## src/sv/ols_pkg.sv

```systemverilog
// ============================================================================
// ols_pkg: shared types and constants for the offside-rule layout scanner
// Holds item codes, token codes, scan phases, character constants, the
// classified item that travels from the front end to the back end, and the
// keyword match function.
// ============================================================================
`default_nettype none

package ols_pkg;

  // Default depth of the indent stack, base entry included.
  localparam int unsigned MaxLevelsDef = 512;

  // Widths fixed by the item and result formats.
  localparam int unsigned ColW    = 16;
  localparam int unsigned TabW    = 5;
  localparam int unsigned LevelsW = 10;
  localparam int unsigned WordW   = 32;

  // Reset value of the tab width register.
  localparam logic [TabW-1:0] TabWidthRst = 5'd8;

  // Depth of the queue between front and back end.
  localparam int unsigned QDepth = 2;

  typedef enum logic [1:0] {
    KIND_START = 2'd0,
    KIND_CHAR  = 2'd1,
    KIND_END   = 2'd2,
    KIND_RSVD  = 2'd3
  } kind_e;

  typedef enum logic [1:0] {
    TOK_NONE   = 2'd0,
    TOK_INDENT = 2'd1,
    TOK_DEDENT = 2'd2,
    TOK_SEP    = 2'd3
  } token_e;

  typedef enum logic [2:0] {
    PH_IDLE    = 3'd0,
    PH_SPACE   = 3'd1,
    PH_COMMENT = 3'd2,
    PH_UNDER   = 3'd3,
    PH_WORD    = 3'd4,
    PH_DONE    = 3'd5
  } phase_e;

  // Allow flag positions.
  localparam int unsigned FlIndent = 0;
  localparam int unsigned FlDedent = 1;
  localparam int unsigned FlSep    = 2;
  localparam logic [2:0]  FlAll    = 3'b111;

  // Character codes.
  localparam logic [7:0] CH_LF     = 8'h0A;
  localparam logic [7:0] CH_CR     = 8'h0D;
  localparam logic [7:0] CH_FF     = 8'h0C;
  localparam logic [7:0] CH_TAB    = 8'h09;
  localparam logic [7:0] CH_SPACE  = 8'h20;
  localparam logic [7:0] CH_HASH   = 8'h23;
  localparam logic [7:0] CH_UNDER  = 8'h5F;
  localparam logic [7:0] CH_PLUS   = 8'h2B;
  localparam logic [7:0] CH_MINUS  = 8'h2D;
  localparam logic [7:0] CH_STAR   = 8'h2A;
  localparam logic [7:0] CH_SLASH  = 8'h2F;
  localparam logic [7:0] CH_PCT    = 8'h25;
  localparam logic [7:0] CH_LT     = 8'h3C;
  localparam logic [7:0] CH_GT     = 8'h3E;
  localparam logic [7:0] CH_EQ     = 8'h3D;
  localparam logic [7:0] CH_BANG   = 8'h21;
  localparam logic [7:0] CH_CARET  = 8'h5E;
  localparam logic [7:0] CH_BAR    = 8'h7C;
  localparam logic [7:0] CH_DOT    = 8'h2E;
  localparam logic [7:0] CH_COMMA  = 8'h2C;
  localparam logic [7:0] CH_RPAREN = 8'h29;
  localparam logic [7:0] CH_RBRACK = 8'h5D;
  localparam logic [7:0] CH_RBRACE = 8'h7D;
  localparam logic [7:0] CH_DIG_LO = 8'h30;
  localparam logic [7:0] CH_DIG_HI = 8'h39;
  localparam logic [7:0] CH_LOW_LO = 8'h61;
  localparam logic [7:0] CH_LOW_HI = 8'h7A;
  localparam logic [7:0] CH_UP_LO  = 8'h41;
  localparam logic [7:0] CH_UP_HI  = 8'h5A;

  // Continuation keywords, first character in the low byte.
  localparam logic [WordW-1:0] KW_THEN = 32'h6E656874;
  localparam logic [WordW-1:0] KW_ELSE = 32'h65736C65;
  localparam logic [WordW-1:0] KW_ELIF = 32'h66696C65;
  localparam logic [WordW-1:0] KW_WITH = 32'h68746977;
  localparam logic [WordW-1:0] KW_AND  = 32'h00646E61;
  localparam logic [WordW-1:0] KW_OR   = 32'h0000726F;
  localparam logic [WordW-1:0] KW_IN   = 32'h00006E69;

  // Character class bits computed by the front end.
  typedef struct packed {
    logic lf;
    logic cr_ff;
    logic space;
    logic tab;
    logic hash;
    logic op_lead;
    logic under;
    logic lower;
    logic ident;
  } char_cls_t;

  // One classified beat in the queue.
  typedef struct packed {
    kind_e     kind;
    logic [7:0] ch;
    logic [2:0] flags;
    char_cls_t  cls;
  } scan_item_t;

  // Status from the back end for checking.
  typedef struct packed {
    logic cnt_ok;
    logic reload_pend;
    logic top_used;
  } ols_status_t;

  // True when the buffered word is one of the continuation keywords.
  function automatic logic is_keyword(input logic [WordW-1:0] buf_w,
                                      input logic [3:0] len);
    logic hit;
    hit = 1'b0;
    if (len == 4'd4) begin
      hit = (buf_w == KW_THEN) || (buf_w == KW_ELSE) ||
            (buf_w == KW_ELIF) || (buf_w == KW_WITH);
    end else if (len == 4'd3) begin
      hit = (buf_w == KW_AND);
    end else if (len == 4'd2) begin
      hit = (buf_w == KW_OR) || (buf_w == KW_IN);
    end
    return hit;
  endfunction

endpackage

`default_nettype wire

```

## src/sv/ols_queue.sv

```systemverilog
// ============================================================================
// ols_queue: short queue between front and back end
// Two-entry register queue of classified items, so that each side can
// stall on its own.
// ============================================================================
`default_nettype none

module ols_queue
  import ols_pkg::*;
(
  input  wire logic       clk_i,
  input  wire logic       rst_ni,
  input  wire logic       push_i,
  input  wire scan_item_t item_i,
  output logic            full_o,
  input  wire logic       pop_i,
  output logic            valid_o,
  output scan_item_t      item_o
);

  localparam int unsigned PtrW = $clog2(QDepth);
  localparam int unsigned CntW = $clog2(QDepth + 1);

  scan_item_t      entry_q [QDepth];
  logic [PtrW-1:0] wr_ptr_q, wr_ptr_d;
  logic [PtrW-1:0] rd_ptr_q, rd_ptr_d;
  logic [CntW-1:0] cnt_q, cnt_d;

  assign full_o  = (cnt_q == CntW'(QDepth));
  assign valid_o = (cnt_q != '0);
  assign item_o  = entry_q[rd_ptr_q];

  // Pointer and fill count update.
  always_comb begin
    wr_ptr_d = wr_ptr_q;
    rd_ptr_d = rd_ptr_q;
    cnt_d    = cnt_q;
    if (push_i) begin
      wr_ptr_d = (wr_ptr_q == PtrW'(QDepth - 1)) ? '0 : wr_ptr_q + PtrW'(1);
    end
    if (pop_i) begin
      rd_ptr_d = (rd_ptr_q == PtrW'(QDepth - 1)) ? '0 : rd_ptr_q + PtrW'(1);
    end
    if (push_i && !pop_i) begin
      cnt_d = cnt_q + CntW'(1);
    end else if (!push_i && pop_i) begin
      cnt_d = cnt_q - CntW'(1);
    end
  end

  always_ff @(posedge clk_i or negedge rst_ni) begin
    if (!rst_ni) begin
      wr_ptr_q <= '0;
      rd_ptr_q <= '0;
      cnt_q    <= '0;
    end else begin
      wr_ptr_q <= wr_ptr_d;
      rd_ptr_q <= rd_ptr_d;
      cnt_q    <= cnt_d;
    end
  end

  // Entry storage, no reset needed.
  always_ff @(posedge clk_i) begin
    if (push_i) begin
      entry_q[wr_ptr_q] <= item_i;
    end
  end

endmodule

`default_nettype wire

```

## config.mk

```make
export PLATFORM = sky130hd
export DESIGN_NAME = ols_queue
export DESIGN_NICKNAME = d
export VERILOG_FILES = /design/src/sv/ols_pkg.sv /design/src/sv/ols_queue.sv
export SDC_FILE = /design/constraint.sdc
export NUM_CORES = 1
export LEC_CHECK = 0
export BUFFER_PORTS_ARGS = -buffer_cell sky130_fd_sc_hd__buf_2
export CAP_MARGIN = 20
export CORE_ASPECT_RATIO = 0.75
export CORE_MARGIN = 4
export CORE_UTILIZATION = 47
export DETAILED_ROUTE_END_ITERATION = 7
export GPL_TIMING_DRIVEN = 0
export PLACE_DENSITY = 0.77
export SYNTH_ARGS = -nofsm -noshare
export SYNTH_HDL_FRONTEND = slang
export SYNTH_SLANG_ARGS = --single-unit
```

## constraint.sdc

```tcl
create_clock -name clk_i -period 2.5 [get_ports clk_i]
set_input_delay 0.25 -clock clk_i [delete_from_list [all_inputs] [get_ports clk_i]]
set_output_delay 0.25 -clock clk_i [all_outputs]
set_load 0.005 [all_outputs]
```

### Word level (Yosys, flattened, before mapping)

Memory sizes are Yosys's and may differ from the RTL's.
Index checks and enable logic that the tools add are counted.

* RAM bits: 44
* output and inout bits: 24
* bits of input ports: 26
* memories kept: 1
* logic and storage cells: 21
* flip-flop bits (word level): 4

* eq/ne operators: 1
* add/subtract/negate cells: 4
* multiplexer cells: 6
* reduce and logical (&&, ||, !) cells: 6

Memories
* entry_q: words 2, bits a word 22, rd ports 1, clocked after Yosys merged registers in 0, wr ports 1, RTL line ols_queue.sv:24 `scan_item_t entry_q [QDepth];`

Operators with widths (count)
* $mux W1: 4
* $mux W2: 2
* $reduce_bool A2 Y1: 2
* $add A1 B1 Y1 const B: 2
* $add A2 B1 Y2 const B: 1
* $eq A2 B2 Y1 const B: 1
* $logic_and A1 B1 Y1: 2
* $logic_not A1 Y1: 2
* $sub A2 B1 Y2 const B: 1

### Depth between registers and ports, before layout

* depth after elaboration: 4
* mapped depth: 5
* gate-level depth less buffers: 5

### Least setup slack after synthesis

Ideal clock, no wire load.

* path type: register to register
* start: reg wr_ptr_q
* end: mem entry_q[0][0] in the netlist's numbering (enable)
* data arrival time: 1.403 ns
* cell stages (with the launch flop): 2
* clock period less this slack: 1.806 ns
* library setup time: 0.403 ns
* buffers on the path: 0
* path slack: 0.694 ns
* required time: 2.097 ns
* path through: dfrtp_1 nor2b_1

RTL lines
* start, declared: RTL line ols_queue.sv:25 `logic [PtrW-1:0] wr_ptr_q, wr_ptr_d;`
* start signal, assigned: RTL line ols_queue.sv:57 `wr_ptr_q <= wr_ptr_d;`
* end, declared: RTL line ols_queue.sv:24

No word-level cell before the write port.

==> flow_metrics.py <==
metrics = {
    "clock_network": {
        "clk_path_buf_depth": 2,
        "cts_resized": 0,
        "cts_buffers": 5,
        "clkTransAtPathRegs_ps": 80,
        "clkSinkCount": 48,
        "htree_num_levels": 2,
        "root_buffer": "clkbuf_8",
        "clock_latency_ps": 290,
        "cts_tree": "yes",
    },
    "timing": {
        "rsz0062_at_grt": "false",
        "drv_slew": 0,
        "worstMarginPinSlew_ps": 1030,
        "finalCritPeriodShare": 0.668,
        "clock.fmax_mhz": 599,
        "relSlewSlack": 0.314,
        "hold_viol": 0,
        "period_needed_ps": 1670,
        "finalSetupViolCount": 0,
        "setup-tns-final_ps": 0,
        "finClkSkew_ps": 4.66,
    },
    "critical_path": {
        "crit_arrival_ps": 1420,
        "path_class": "reg2out",
        "path_cells": "buf_6 > mux2_2 > buf_2",
        "end_kind": "output port",
        "r2r_cells": 1,
        "critPathMaxStageDelay_ps": 470,
        "crit_fanout": 10,
        "crit_path_start_kind": "flop",
        "cp_slowest_cell": "dfrtp_1",
        "required_ps": 2250,
    },
    "layout": {
        "fin_util": 0.611,
        "antennaDiodeCount": 0,
        "nets": 169,
        "fill_cells": 289,
        "final_cells": 195,
        "drive_gt1_frac": 0.573,
        "syn2layout_area_growth_pct": 25.7,
    },
    "synthesis": {
        "synth_top_cell_area_share": 0.742,
        "yosysWarningCount": 0,
        "synth.area.top_cells": "edfxtp_1 (74%), mux2_2 (14%), dfrtp_1 (5.6%)",
        "synth-seq-cells": 48,
        "async_reset_ff_frac": 0.0833,
        "yosysSeqAreaShare": 0.798,
        "synth_edf_count": 44,
        "synth_cell_types": 12,
        "yosysMostFrequentCell": "edfxtp_1",
        "ys.flop_type": "edfxtp_1",
        "synth_fp_nets": 111,
        "syn_area_mm2": 0.00178,
        "yosysTopAreaCell": "edfxtp_1",
        "netlist_instances": 84,
        "syn_avg_cell_area_um2": 21.2,
        "yosys-top-cells-count": "edfxtp_1 (44), mux2_2 (22), dfrtp_1 (4), xor2_1 (4)",
    },
    "placed_design": {
        "hpwl_um": 2000,
        "dp_cells": 186,
        "globalplace.congestion": 0.631,
        "portBuffers": 49,
    },
    "die": {
        "ios": 50,
        "start_util": 0.486,
        "die_w_um": 79.1,
        "dieArea_mm2": 0.00485,
        "die_h_um": 61.3,
        "coreArea_mm2": 0.00366,
        "placementRows": 19,
    },
    "global_routing": {
        "grt_max_degree": 23,
        "grt_pass1_vias": 974,
        "grt_pass1_wl_um": 4370,
        "grtUsageTotal": 0.127,
        "grt.overflow.total": 0,
        "antenna_found_initial": 0,
    },
    "hold_path": {
        "hold_path.class": "in2reg",
        "hold_depth": 1,
    },
    "detailed_routing": {
        "wl_um": 2850,
        "drc": 0,
        "wl_per_cell_um": 14.6,
        "viasPerCell": 4.72,
        "num_vias": 920,
        "firstDrtPassIters": 2,
        "drtAntennaViolNets": 0,
        "drt_iter0_drc": 40,
    },
    "power": {
        "ir_drop_mv": 0.565,
        "powerDensity_mw_per_mm2": 1040,
        "power.total_w": 0.00233,
        "leakage_nw": 0.866,
    },
    "status": {
        "outcome": "completed",
    },
    "job": {
        "max_cap_viol_count": 0,
    },
}
## sequential cells by signal, summed over array words and instances, names as in the netlist
register	count
rd_ptr_q	1
wr_ptr_q	1
entry_q	44
cnt_q	2
## timing repair
action,in CTS,in global routing
hold buffers,1,0
hold endpoints to repair,4,0
setup buffers,0,0
## cells in the final DEF (no fill, tap or decap), drive strengths merged
cell type	Yosys	routed
mux2	22	22
clkbuf	0	5
or2	1	1
nor2	1	1
xor2	4	4
ha	1	1
bufinv	0	1
edfxtp	44	44
and2	1	1
dlygate4sd3	0	1
clkinv	0	2
nor2b	2	2
xnor2	1	1
inv	1	1
dfrtp	4	4
buf	2	52
## through the flow
step                instance area [um^2]  setup slack [ps]  hold WS [ps]
floorplan                           1780               694         -45.6
global placement                    2090               247          57.7
detailed placement                  2120               882          60.5
CTS                                 2240               806           130
global route                        2240               741           128
finish                              2240               830           144
## layout make-up
cell class	instances	area [um^2]	area share
inverter	1	3.75	0.00168
clock inverter	3	37.5	0.0168
multi-input combinational	33	335	0.150
sequential	48	1420	0.635
buffer	2	22.5	0.0101
clock buffer	5	68.8	0.0308
tap	52	65.1	0.0291
timing repair buffer	51	283	0.126
## power breakdown
| group | internal (W) | switching, W |
|---|---|---|
| logic | 0.000371 | 0.000291 |
| clock network | 0.000291 | 0.000230 |
| registers | 0.00107 | 0.0000710 |
## per-layer routing
metal,share of wire,global-route usage,vias to the layer above
li1,-,-,433
met1,0.40,0.139,447
met2,0.51,0.227,37
met3,0.082,0.0468,3
met4,0.010,0.0588,0
met5,0,0,-
## worst max-delay path, delay by kind of cell, from the launching register on
family	cells	cell delay, ps
flops	1	470
mux	1	350
buf+inv	2	320
## path summary, 6_finish.rpt
path	end	from	slack, ps
max	item_o[18]	rd_ptr_q	830
min	entry_q[0][4]	item_i[4]	140
max reg2reg	entry_q[1][18]	wr_ptr_q	890
min reg2reg	cnt_q[1]	cnt_q[1]	490
max in group asynchronous	rd_ptr_q	rst_ni	2100
min in group asynchronous	cnt_q[0]	rst_ni	280
## cell families after synthesis
logic type / synth area share
flip-flops: 0.798
buffers and inverters: 0.0148
XOR/XNOR: 0.0246
adder cells (fa/ha/maj): 0.00703
multiplexers: 0.139
AND/OR/NAND/NOR: 0.0162
(Power assumes the default switching activity.)
