===== config.mk =====
export PLATFORM = sky130hd
export DESIGN_NAME = ols_front_flat
export DESIGN_NICKNAME = d
export VERILOG_FILES = /design/src/sv/ols_pkg.sv /design/src/sv/ols_in_if.sv /design/src/sv/ols_front.sv /design/src/flat_wrapper.sv
export SDC_FILE = /design/constraint.sdc
export NUM_CORES = 1
export LEC_CHECK = 0
export ABC_CLOCK_PERIOD_IN_PS = 2760
export BUFFER_PORTS_ARGS = -buffer_cell sky130_fd_sc_hd__buf_2
export CELL_PAD_IN_SITES_DETAIL_PLACEMENT = 1
export CELL_PAD_IN_SITES_GLOBAL_PLACEMENT = 1
export CORE_UTILIZATION = 22
export DETAILED_ROUTE_END_ITERATION = 8
export PLACE_DENSITY = 0.89
export SETUP_SLACK_MARGIN = 0.3
export SYNTH_ARGS = -nofsm -noshare
export SYNTH_HDL_FRONTEND = slang
export SYNTH_SLANG_ARGS = --single-unit

===== constraint.sdc =====
create_clock -name vclk -period 2.76
set_input_delay 0.552 -clock vclk [all_inputs]
set_output_delay 0.552 -clock vclk [all_outputs]
set_load 0.02 [all_outputs]

===== src/sv/ols_pkg.sv =====
// ============================================================================
// ols_pkg: shared types and constants for the offside-rule layout scanner
// Holds item codes, token codes, scan phases, character constants, the
// classified item that travels from the front end to the back end, and the
// keyword match function.
// ============================================================================
`default_nettype none

package ols_pkg;

  // Default depth of the indent stack, base entry included.
  localparam int unsigned MaxLevelsDef = 512;

  // Widths fixed by the item and result formats.
  localparam int unsigned ColW    = 16;
  localparam int unsigned TabW    = 5;
  localparam int unsigned LevelsW = 10;
  localparam int unsigned WordW   = 32;

  // Reset value of the tab width register.
  localparam logic [TabW-1:0] TabWidthRst = 5'd8;

  // Depth of the queue between front and back end.
  localparam int unsigned QDepth = 2;

  typedef enum logic [1:0] {
    KIND_START = 2'd0,
    KIND_CHAR  = 2'd1,
    KIND_END   = 2'd2,
    KIND_RSVD  = 2'd3
  } kind_e;

  typedef enum logic [1:0] {
    TOK_NONE   = 2'd0,
    TOK_INDENT = 2'd1,
    TOK_DEDENT = 2'd2,
    TOK_SEP    = 2'd3
  } token_e;

  typedef enum logic [2:0] {
    PH_IDLE    = 3'd0,
    PH_SPACE   = 3'd1,
    PH_COMMENT = 3'd2,
    PH_UNDER   = 3'd3,
    PH_WORD    = 3'd4,
    PH_DONE    = 3'd5
  } phase_e;

  // Allow flag positions.
  localparam int unsigned FlIndent = 0;
  localparam int unsigned FlDedent = 1;
  localparam int unsigned FlSep    = 2;
  localparam logic [2:0]  FlAll    = 3'b111;

  // Character codes.
  localparam logic [7:0] CH_LF     = 8'h0A;
  localparam logic [7:0] CH_CR     = 8'h0D;
  localparam logic [7:0] CH_FF     = 8'h0C;
  localparam logic [7:0] CH_TAB    = 8'h09;
  localparam logic [7:0] CH_SPACE  = 8'h20;
  localparam logic [7:0] CH_HASH   = 8'h23;
  localparam logic [7:0] CH_UNDER  = 8'h5F;
  localparam logic [7:0] CH_PLUS   = 8'h2B;
  localparam logic [7:0] CH_MINUS  = 8'h2D;
  localparam logic [7:0] CH_STAR   = 8'h2A;
  localparam logic [7:0] CH_SLASH  = 8'h2F;
  localparam logic [7:0] CH_PCT    = 8'h25;
  localparam logic [7:0] CH_LT     = 8'h3C;
  localparam logic [7:0] CH_GT     = 8'h3E;
  localparam logic [7:0] CH_EQ     = 8'h3D;
  localparam logic [7:0] CH_BANG   = 8'h21;
  localparam logic [7:0] CH_CARET  = 8'h5E;
  localparam logic [7:0] CH_BAR    = 8'h7C;
  localparam logic [7:0] CH_DOT    = 8'h2E;
  localparam logic [7:0] CH_COMMA  = 8'h2C;
  localparam logic [7:0] CH_RPAREN = 8'h29;
  localparam logic [7:0] CH_RBRACK = 8'h5D;
  localparam logic [7:0] CH_RBRACE = 8'h7D;
  localparam logic [7:0] CH_DIG_LO = 8'h30;
  localparam logic [7:0] CH_DIG_HI = 8'h39;
  localparam logic [7:0] CH_LOW_LO = 8'h61;
  localparam logic [7:0] CH_LOW_HI = 8'h7A;
  localparam logic [7:0] CH_UP_LO  = 8'h41;
  localparam logic [7:0] CH_UP_HI  = 8'h5A;

  // Continuation keywords, first character in the low byte.
  localparam logic [WordW-1:0] KW_THEN = 32'h6E656874;
  localparam logic [WordW-1:0] KW_ELSE = 32'h65736C65;
  localparam logic [WordW-1:0] KW_ELIF = 32'h66696C65;
  localparam logic [WordW-1:0] KW_WITH = 32'h68746977;
  localparam logic [WordW-1:0] KW_AND  = 32'h00646E61;
  localparam logic [WordW-1:0] KW_OR   = 32'h0000726F;
  localparam logic [WordW-1:0] KW_IN   = 32'h00006E69;

  // Character class bits computed by the front end.
  typedef struct packed {
    logic lf;
    logic cr_ff;
    logic space;
    logic tab;
    logic hash;
    logic op_lead;
    logic under;
    logic lower;
    logic ident;
  } char_cls_t;

  // One classified beat in the queue.
  typedef struct packed {
    kind_e     kind;
    logic [7:0] ch;
    logic [2:0] flags;
    char_cls_t  cls;
  } scan_item_t;

  // Status from the back end for checking.
  typedef struct packed {
    logic cnt_ok;
    logic reload_pend;
    logic top_used;
  } ols_status_t;

  // True when the buffered word is one of the continuation keywords.
  function automatic logic is_keyword(input logic [WordW-1:0] buf_w,
                                      input logic [3:0] len);
    logic hit;
    hit = 1'b0;
    if (len == 4'd4) begin
      hit = (buf_w == KW_THEN) || (buf_w == KW_ELSE) ||
            (buf_w == KW_ELIF) || (buf_w == KW_WITH);
    end else if (len == 4'd3) begin
      hit = (buf_w == KW_AND);
    end else if (len == 4'd2) begin
      hit = (buf_w == KW_OR) || (buf_w == KW_IN);
    end
    return hit;
  endfunction

endpackage

`default_nettype wire


===== src/sv/ols_in_if.sv =====
// ============================================================================
// ols_in_if: input channel of the layout scanner
// Valid/ready channel that carries one scan item per beat.
// ============================================================================
`default_nettype none

interface ols_in_if;
  logic       valid;
  logic       ready;
  logic [1:0] kind;
  logic [7:0] ch;
  logic       allow_indent;
  logic       allow_dedent;
  logic       allow_sep;

  modport source (output valid, output kind, output ch, output allow_indent,
                  output allow_dedent, output allow_sep, input ready);
  modport sink   (input valid, input kind, input ch, input allow_indent,
                  input allow_dedent, input allow_sep, output ready);
endinterface

`default_nettype wire


===== src/sv/ols_front.sv =====
// ============================================================================
// ols_front: input front end of the layout scanner
// Accepts input beats, classifies the character and hands the classified
// item to the queue. Reserved kind codes are accepted and dropped here.
// ============================================================================
`default_nettype none

module ols_front
  import ols_pkg::*;
(
  ols_in_if.sink          in_i,
  input  wire logic       q_full_i,
  output logic            q_push_o,
  output scan_item_t      q_item_o
);

  char_cls_t cls;
  logic      is_digit;
  logic      is_upper;

  // The queue sets the pace of the input.
  assign in_i.ready = !q_full_i;
  assign q_push_o   = in_i.valid && !q_full_i && (kind_e'(in_i.kind) != KIND_RSVD);

  // Character classification.
  always_comb begin
    cls          = '0;
    is_digit     = (in_i.ch >= CH_DIG_LO) && (in_i.ch <= CH_DIG_HI);
    is_upper     = (in_i.ch >= CH_UP_LO) && (in_i.ch <= CH_UP_HI);
    cls.lf       = (in_i.ch == CH_LF);
    cls.cr_ff    = (in_i.ch == CH_CR) || (in_i.ch == CH_FF);
    cls.space    = (in_i.ch == CH_SPACE);
    cls.tab      = (in_i.ch == CH_TAB);
    cls.hash     = (in_i.ch == CH_HASH);
    cls.under    = (in_i.ch == CH_UNDER);
    cls.lower    = (in_i.ch >= CH_LOW_LO) && (in_i.ch <= CH_LOW_HI);
    cls.ident    = cls.under || is_digit || cls.lower || is_upper;
    case (in_i.ch) inside
      CH_PLUS, CH_MINUS, CH_STAR, CH_SLASH, CH_PCT, CH_LT, CH_GT, CH_EQ,
      CH_BANG, CH_CARET, CH_BAR, CH_DOT, CH_COMMA, CH_RPAREN, CH_RBRACK,
      CH_RBRACE: cls.op_lead = 1'b1;
      default:   cls.op_lead = 1'b0;
    endcase
  end

  // Pack the classified item.
  always_comb begin
    q_item_o.kind  = kind_e'(in_i.kind);
    q_item_o.ch    = in_i.ch;
    q_item_o.flags = {in_i.allow_sep, in_i.allow_dedent, in_i.allow_indent};
    q_item_o.cls   = cls;
  end

endmodule

`default_nettype wire


===== src/flat_wrapper.sv =====
// flat-port wrapper written by rule: the top's interface ports become plain ports
module ols_front_flat import ols_pkg::*;
  (q_full_i, q_push_o, q_item_o, in_i_valid, in_i_kind, in_i_ch, in_i_allow_indent, in_i_allow_dedent, in_i_allow_sep, in_i_ready);
  ols_in_if in_i_i ();
  input  wire logic q_full_i;
  output logic q_push_o;
  output scan_item_t q_item_o;
  input wire logic [$bits(in_i_i.valid)-1:0] in_i_valid;
  input wire logic [$bits(in_i_i.kind)-1:0] in_i_kind;
  input wire logic [$bits(in_i_i.ch)-1:0] in_i_ch;
  input wire logic [$bits(in_i_i.allow_indent)-1:0] in_i_allow_indent;
  input wire logic [$bits(in_i_i.allow_dedent)-1:0] in_i_allow_dedent;
  input wire logic [$bits(in_i_i.allow_sep)-1:0] in_i_allow_sep;
  output wire logic [$bits(in_i_i.ready)-1:0] in_i_ready;
  assign in_i_i.valid = in_i_valid;
  assign in_i_i.kind = in_i_kind;
  assign in_i_i.ch = in_i_ch;
  assign in_i_i.allow_indent = in_i_allow_indent;
  assign in_i_i.allow_dedent = in_i_allow_dedent;
  assign in_i_i.allow_sep = in_i_allow_sep;
  assign in_i_ready = in_i_i.ready;
  ols_front u_core (.in_i(in_i_i), .q_full_i(q_full_i), .q_push_o(q_push_o), .q_item_o(q_item_o));
endmodule

* Yosys cells after proc, flatten, opt, wreduce, memory -nomap -nowiden
Cells that the tools add are included. Widths: inputs -> output; s select.
Operators by class: mux-type cells 1, $lt $le $gt $ge 6, reductions and logical operators 11, equal/unequal tests 24
Operators by type and width (number):
- $eq 8x6->1 const B | 14
- $eq 8x7->1 const B | 5
- $eq 8x4->1 const B | 4
- $ge 8x7->1 const B | 2
- $le 8x7->1 const B | 2
- $reduce_or 16->1 | 1
- $ge 8x6->1 const B | 1
- $le 8x6->1 const B | 1
- $logic_and 1x1->1 | 5
- $logic_or 1x1->1 | 4
- $ne 2x2->1 const B | 1
- $logic_not 1->1 | 1
- $mux 1 | 1
Word-level totals: register bits 0

* Depth between registers and ports, before layout
depth in word-level cells 5, gate-level depth with buffers 4, mapped depth without buffers 3

* Least setup slack after synthesis
Ideal clock, no wire load.
kind input -> output, start point in in_i_ch[6], end point out q_item_o[8] in the netlist's numbering, arrival time 1.571 ns, slack 0.637 ns, data required time 2.208 ns, stages on the path 3, cell sequence nor2_1 nand4b_1 nor4b_1
RTL lines:
- start, declared | RTL line flat_wrapper.sv:10 | input wire logic [$bits(in_i_i.ch)-1:0] in_i_ch;
- end, declared | RTL line flat_wrapper.sv:7 | output scan_item_t q_item_o;

==> run_results.csv <==
group,metric,value,unit
global_route,grt_usage,0.123,
worst_setup_path,cp-start-kind,"input pin",
drt,finalWirelength,914,µm
floorplanning,die_x,39.9,µm
clock_tree,ctsHoldBuffers,0,
final_layout,nFillCells,180,
floorplanning,die_y,39.9,µm
power,totalPowerFinal,61.4,µW
final_layout,antennaDiodeCount,0,
global_route,antenna_found_initial,0,
synth,yosys_warnings,0,
placed_design,place_ws,0.554,ns
floorplanning,die-area,1590,µm²
sta,hold_ws,1.10,ns
sta,setup_violations,0,
drt,drc,0,
worst_setup_path,crit_path_max_fanout,9,
drt,dr.first_iter.drc_count,3,
global_route,grt_pass1_vias,314,
worst_setup_path,path_class,"in2out",
sta,finalWorstSetupSlack,0.555,ns
sta,fmax,454,MHz
global_route,overflow,0,
floorplanning,fp-row-count,13,
sta,slew_viol_final,0,
final_layout,nClkBuffers,0,
worst_setup_path,cp-end-kind,"output port",
power,powerDensity,155,nW/µm²
drt,postRouteAntennaNets,0,
floorplanning,initial_core_util,0.240,
drt,via_per_inst,4.73,
placed_design,io_buffers,33,
drt,drtPass1Iterations,2,
synth,syn_nets,63,
final_layout,seq_cell_count,0,
drt,wl_per_cell,11.1,µm
global_route,top_usage_layer,"met2",
sta,hold_viol_final,0,
sta,fin_crit_sh,0.799,
synth,yosysUniqueCellTypes,21,
global_route,grt_pass1_wl,1.39,mm
sta,tightest_slew,0.354,ns
sta,tns,0,ns
sta,rsz0062_at_grt,"no",
synth,syn_area_per_cell,6.59,µm²
sta,relSlewSlack,0.761,
clock_tree,post_cts_buffers,0,
flow_run,maxCapViolCount,0,
sta,fin_crit,2.20,ns
floorplanning,core_area,1320,µm²
global_route,groute.layer.met3.usage,0.00556,
global_route,grtUsageMet1,0.155,
placed_design,dp_hpwl,777,µm
worst_setup_path,required,2.21,ns
final_layout,final_util,0.300,
final_layout,areaGrowthSynthToFinish,24.9,%
synth,synthCells,48,
worst_setup_path,arrival,1.65,ns
global_route,grt_max_degree,13,
run_status,status,"finished, final reports clean",
global_route,met2_usage,0.234,
final_layout,layout_commonest_cell,"buf_2",
final_layout,layout_common_cells,"33 x buf_2, 4 x inv_1, 4 x nor2_1, 4 x nand2_1, 3 x o21ai_0",
final_layout,num-nets-final,84,
placed_design,gp_congestion,0.799,
power,leakage,0.000230,µW
synth,synth_area,317,µm²
clock_tree,cts_resized,0,
min_path,hp-class,"in2out",
floorplanning,io_pins,39,
synth,ys_seq_area_frac,0,
final_layout,drive_gt1_frac,0.567,
drt,num_vias,388,
final_layout,ff_latch_area,0,µm²
power,ir_drop,36.7,µV
[power breakdown]
group	internal, µW	switching [µW]	leakage (µW)
Combinational	22.4	39.0	0.000230
Sequential	0	0	0
Clock	0	0	0
[synthesized netlist by cell type, drive strengths merged]
master  instances  area [µm²]
buf            14         105
inv             4        15.0
nand2           4        15.0
nor2            4        15.0
o21ai           3        15.0
nor3            2        10.0
nor4b           2        17.5
or4             2        22.5
a21o            1        8.76
a21oi           1        5.00
a22o            1        8.76
a22oi           1        7.51
and3            1        6.26
nand2b          1        6.26
nand3           1        5.00
nand4           1        6.26
nand4b          1        8.76
nor3b           1        7.51
nor4            1        6.26
o211ai          1        12.5
o22ai           1        12.5
[kinds of logic after synthesis]
logic type	share of synthesized area
buffers and inverters	0.379
AO/OA/AOI/OAI	0.221
AND/OR/NAND/NOR	0.399
[worst paths after layout]
path,depth (start not counted),start,to
worst min-delay path,0,in_i_allow_dedent,q_item_o[10]
worst max-delay path,5,in_i_ch[0],q_item_o[0]
[per-stage QoR]
step / area (µm²) / cells
finish: 395 / 82
global route: 395 / 82
CTS: 395 / 82
detailed placement: 395 / 82
global placement: 395 / 82
floorplan: 317 / 48
[metal layers]
metal / vias up / routed length (µm)
met4: 0 / 0
met5: - / 0
li1: 197 / -
met3: 0 / 42
met1: 177 / 406
met2: 14 / 465
[critical path, stage by stage]
cell	delay, ns
buf_2	0.15
or4_4	0.54
o22ai_2	0.17
o211ai_2	0.08
buf_2	0.16
[area by class of cell]
type                       instances  area (µm²)  area share
inverter                           4        15.0      0.0380
tap                               15        18.8      0.0475
timing repair buffer              33         165       0.418
multi-input combinational         30         196       0.497
No activity file was read; power rests on OpenSTA's default activity.
